### src/design/htn_ram.sv
// generic simple dual-port ram, one write and one registered read port
// no dependencies
module htn_ram #(
  parameter int WIDTH = 8,
  parameter int DEPTH = 256
) (
  input  logic                     clk_i,
  input  logic                     we_i,
  input  logic [$clog2(DEPTH)-1:0] waddr_i,
  input  logic [WIDTH-1:0]         wdata_i,
  input  logic [$clog2(DEPTH)-1:0] raddr_i,
  output logic [WIDTH-1:0]         rdata_o
);

  logic [WIDTH-1:0] mem_q [DEPTH];

  // write port
  always_ff @(posedge clk_i) begin
    if (we_i) begin
      mem_q[waddr_i] <= wdata_i;
    end
  end

  // registered read port
  always_ff @(posedge clk_i) begin
    rdata_o <= mem_q[raddr_i];
  end

endmodule

### config.mk
export PLATFORM = sky130hd
export DESIGN_NAME = htn_ram
export DESIGN_NICKNAME = d
export VERILOG_FILES = /design/src/design/htn_ram.sv
export SDC_FILE = /design/constraint.sdc
export NUM_CORES = 2
export LEC_CHECK = 0
export ABC_AREA = 0
export BUFFER_PORTS_ARGS = -buffer_cell sky130_fd_sc_hd__buf_4
export CAP_MARGIN = 5
export CORE_MARGIN = 4
export CORE_UTILIZATION = 60
export CTS_CLUSTER_SIZE = 10
export DETAILED_ROUTE_END_ITERATION = 12
export PLACE_DENSITY = 0.77
export SLEW_MARGIN = 20
export SYNTH_ARGS = -nofsm -noshare
export SYNTH_HDL_FRONTEND = slang
export SYNTH_SLANG_ARGS = --single-unit
### constraint.sdc
create_clock -name clk_i -period 4.31 [get_ports clk_i]
set_input_delay 0.431 -clock clk_i [delete_from_list [all_inputs] [get_ports clk_i]]
set_output_delay 0.431 -clock clk_i [all_outputs]
set_load 0.05 [all_outputs]
-- Word level (Yosys, flattened, before mapping)
Memory sizes are Yosys's and may differ from the RTL's. A register that Yosys moved wholly into a read port is not among the register bits.
Cells that the tools add are included.
- memory bits (writable): 2048
- bits in registers: 0
- memories: 1
- latch bits: 0
- bits of input ports: 26
- output and inout bits: 8
- memory bits (read-only): 0
- word-level logic and storage cells: 3
- muxes and demuxes: 2
- reduce and logical (&&, ||, !) cells: 0
- divide/modulo/power cells: 0
- equality and inequality tests: 0
- bitwise logic cells: 0
- shifts and indexed selects: 0
- multiply operators: 0
- add/sub/neg operators: 0
- order comparisons: 0
- memories (memory ; depth ; bits a word ; read ports ; clocked after Yosys merged registers in ; write ports ; RTL line ; RTL):
    mem_q ; 256 ; 8 ; 1 ; 1 ; 1 ; 15 ; logic [WIDTH-1:0] mem_q [DEPTH];
- operators with widths (cell ; count):
    1-bit two-way mux ; 2

-- Logic depth before layout (Yosys ltp)
- depth in word-level cells: 2
- gate-level depth with buffers: 11
- mapped depth without buffers: 6

-- Worst setup path before layout
Ideal clock, no wire load.
- path kind: input to register
- start point: input raddr_i[0]
- end point: register rdata_o[2] (read register of mem_q)
- required time: 4.179 ns
- stages: 9
- buffers on the path: 4
- path slack: 1.941 ns
- setup time: 0.131 ns
- data arrival time: 2.238 ns
- cells stage by stage: buf_6 > buf_12 > buf_8 > buf_2 > mux4_2 > a22oi_1 > a21oi_1 > nor4_1 > nor4_2
- RTL lines (element ; RTL line ; RTL):
    start: declaration ; 11 ; input logic [$clog2(DEPTH)-1:0] raddr_i,
    end: declaration ; 12 ; output logic [WIDTH-1:0] rdata_o

==> results by group <==
Critical path
  – Crit-path max FO: 24
  – R2r setup slk: 1450 ps
  – Crit end category: flop
  – Req. time, crit path: 4960 ps
  – Critical R2R Launch: mem_q[71][4]$_DFFE_PP_
  – Max stage delay on crit path: 920 ps
  – Worst path cell trace: buf_8 > buf_12 > buf_4 > mux4_2 > mux4_2 > nor2b_1 > nor4_1 > nor4_1
  – Worst setup path category: primary input to flop
  – WP data arrival: 3680 ps
  – Reg2Reg Depth: 5
  – Buf/Inv on CP: 3
  – Slowest-stage cell, CP: nor4_1
  – R2r endpoint: rdata_o[4]$_DFF_P_
  – Family with the most delay on the worst path: simple AND/OR/NAND/NOR gates
  – Startpoint Class: primary input

Global route
  – GRT Overall Usage: 29.0%
  – Initial antenna violation count: 11
  – Total congestion overflow: 0
  – Vias in the first global route: 40,756
  – Pin count of the biggest net entering global routing: 165
  – First-pass GRT wire length: 286,000 um

Timing
  – Rel. slew slack: 21.9%
  – Worst Skew: 38.7 ps
  – Worst-margin pin slew: 1170 ps
  – Setup Viol. Count Final: 0
  – Min Clock Period, post-route: 3030 ps
  – Setup WS post-layout: 1280 ps
  – RSZ-0062 raised after global routing: false
  – Max-slew violation count: 0
  – WHS: 143 ps
  – Final Hold Fails: 0
  – Final period util: 70.4%
  – Max Freq: 330 MHz

Flow run
  – Max cap viols: 0

Clock network
  – CTS resizes: 0
  – Post-CTS Setup Repair Bufs: 0
  – Hold-fix buffers, CTS: 0
  – Clk_lat worst skew: 840 ps
  – CTS H-tree lvls: 4
  – Clock Sink Count: 2,056
  – Total CTS buffers: 224
  – Clk buf depth: 3
  – CTS tree: built
  – Root Driver: clkbuf_16
  – Clock transition at path regs: 60 ps

Layout
  – Most common cell after layout, fill and taps aside: edfxtp_1
  – Fill count: 7,828
  – Synth-to-layout area growth: 11.0%
  – Commonest non-fill, non-tap cells in the layout: 2,048 x edfxtp_1, 454 x mux4_2, 279 x nor2_1, 228 x clkbuf_16, 164 x buf_4
  – Layout cells sized above 1: 22.9%
  – Nets: 3,950
  – Final std cells w/o fill: 5,749

Synth
  – Ys async rst share: 0%
  – Mapped Area: 79,600 sq um
  – Post-synth top area cell: edfxtp_1
  – Top FF cell, synth: edfxtp_1
  – Number of synthesized flops with an enable pin: 2,048
  – Seq/Total Area, Yosys: 77.5%
  – Top cell type's share of synthesized area: 77.3%
  – Top cells by area, synth: edfxtp_1 77%, mux4_2 13%, mux2i_1 1.7%
  – Syn Nets: 3,759
  – Ys Warns: 0
  – Mean Syn Cell Area: 21.3 sq um
  – #FFs+latches synth: 2,056
  – Post-synth cell types: 55
  – Synth Instances: 3,733

Placed design
  – Placed Cells: 5,453
  – Final weighted congestion in routability-driven placement: 0.896
  – Worst slack, placed: 603 ps
  – Final HPWL DP: 116,000 um
  – I/O Buffers: 33

Hold path
  – Hold depth: 1
  – HP Class: primary input to flop
  – Hold Path Origin: wdata_i[2]
  – Hold EP: mem_q[74][2]$_DFFE_PP_

Detailed routing
  – WL/cell: 34.2 um
  – Drt first-iter violations: 6,234
  – Vias: 40,170
  – # DRC: 0
  – Post-Route WL: 197,000 um
  – Post-DRT Antenna Nets: 0
  – TritonRoute pass-1 iters: 6
  – Via density: 6.99

Outcome
  – Status: completed

Die
  – Io pins: 34
  – Core ar.: 132,000 sq um
  – Cell row count: 133
  – Die area: 138,000 sq um
  – Die X: 372 um
  – Initial Util: 60.4%
  – Die height: 372 um

Pwr
  – Max VDD drop: 0.449 mV
  – PD cells: 462 nW/um^2
  – Static Leakage: 27.3 nW
[sequential cells by signal, indices dropped and copies added (netlist names)]
name and flops:
mem_q 2048, rdata_o 8
[per-stage QoR]
| stage | setup TNS [ps] | total power [mW] | util (%) | instance area [sq um] |
|---|---|---|---|---|
| 3_5_place_dp | 0 | 24.5 | 62.5 | 82200 |
| 2_1_floorplan | 0 | 23.6 | - | 79600 |
| 5_1_grt | 0 | 41.8 | 67.1 | 88300 |
| 3_3_place_gp | -57.1 | 24.5 | 62.4 | 82200 |
| 4_1_cts | 0 | 40.8 | 67.1 | 88300 |
| 6_report | 0 | 40.8 | 67.1 | 88300 |
[area by class of cell]
class / count / area, sq um / area share (%)
Inverter: 2 / 7.51 / 0.00850
Antenna cell: 8 / 20.0 / 0.0227
Clock buffer: 277 / 5890 / 6.67
Tap cell: 1755 / 2200 / 2.49
Clock inverter: 11 / 176 / 0.200
Sequential cell: 2056 / 61700 / 69.8
Multi-Input combinational cell: 1442 / 16500 / 18.7
Timing Repair Buffer: 198 / 1850 / 2.10
[per-layer routing]
layer | vias to the layer above | part of all wire (%) | track usage [%]
li1 | 15978 | - | -
met1 | 20852 | 36 | 40.3
met2 | 2824 | 48 | 44.8
met3 | 512 | 12 | 7.05
met4 | 4 | 4.5 | 12.1
met5 | - | 0.014 | 0
[cells in the mapped netlist, types with 2 or more instances]
library cell	number
and2_1	6
a2111oi_1	2
mux4_1	2
buf_8	13
nor3_1	22
a221oi_1	13
o211ai_1	10
buf_2	31
nand2_1	33
clkbuf_1	111
a311oi_1	2
a21oi_1	96
and3b_1	2
nand2b_1	8
a2111oi_0	2
o21ai_1	2
a31oi_1	2
o32ai_1	4
nor4_1	24
a22o_1	8
buf_6	21
o22a_1	5
nand3b_1	2
o221ai_1	46
mux4_2	454
nor4_2	3
buf_4	27
nand4_1	10
buf_1	22
a211oi_1	16
or2_2	4
edfxtp_1	2048
nor2_1	282
o22ai_1	28
dfxtp_1	8
nand3_1	34
a22oi_1	133
mux2i_1	134
o21ai_0	10
nor2b_1	31
buf_12	8
[worst max-delay path by stage]
stage                          start            endpoint  slack [ps]  cells past startpoint
after floorplan           raddr_i[0]  rdata_o[2]$_DFF_P_        1940                      9
after global placement    raddr_i[0]  rdata_o[1]$_DFF_P_         -60                      9
after detailed placement  raddr_i[0]  rdata_o[4]$_DFF_P_         600                      8
after CTS                 raddr_i[0]  rdata_o[4]$_DFF_P_        1340                      8
after global routing      raddr_i[0]  rdata_o[4]$_DFF_P_        1270                      8
final                     raddr_i[0]  rdata_o[4]$_DFF_P_        1280                      8
[kinds of logic after synthesis]
logic type	count (synthesis)	synth area share, %
muxes	591	14.6
buffers and inverters	235	1.83
and+or+nand+nor	466	2.63
DFF	2056	77.5
AOI/OAI and AO/OA	385	3.42
[where the power goes]
part           total, mW  leakage, nW  internal (mW)  switching (mW)
clock               16.6         2.94           9.41            7.20
sequential          22.1         18.5           22.1          0.0457
combinational       2.06         5.89          0.705            1.35
(Power assumes the default switching activity.)
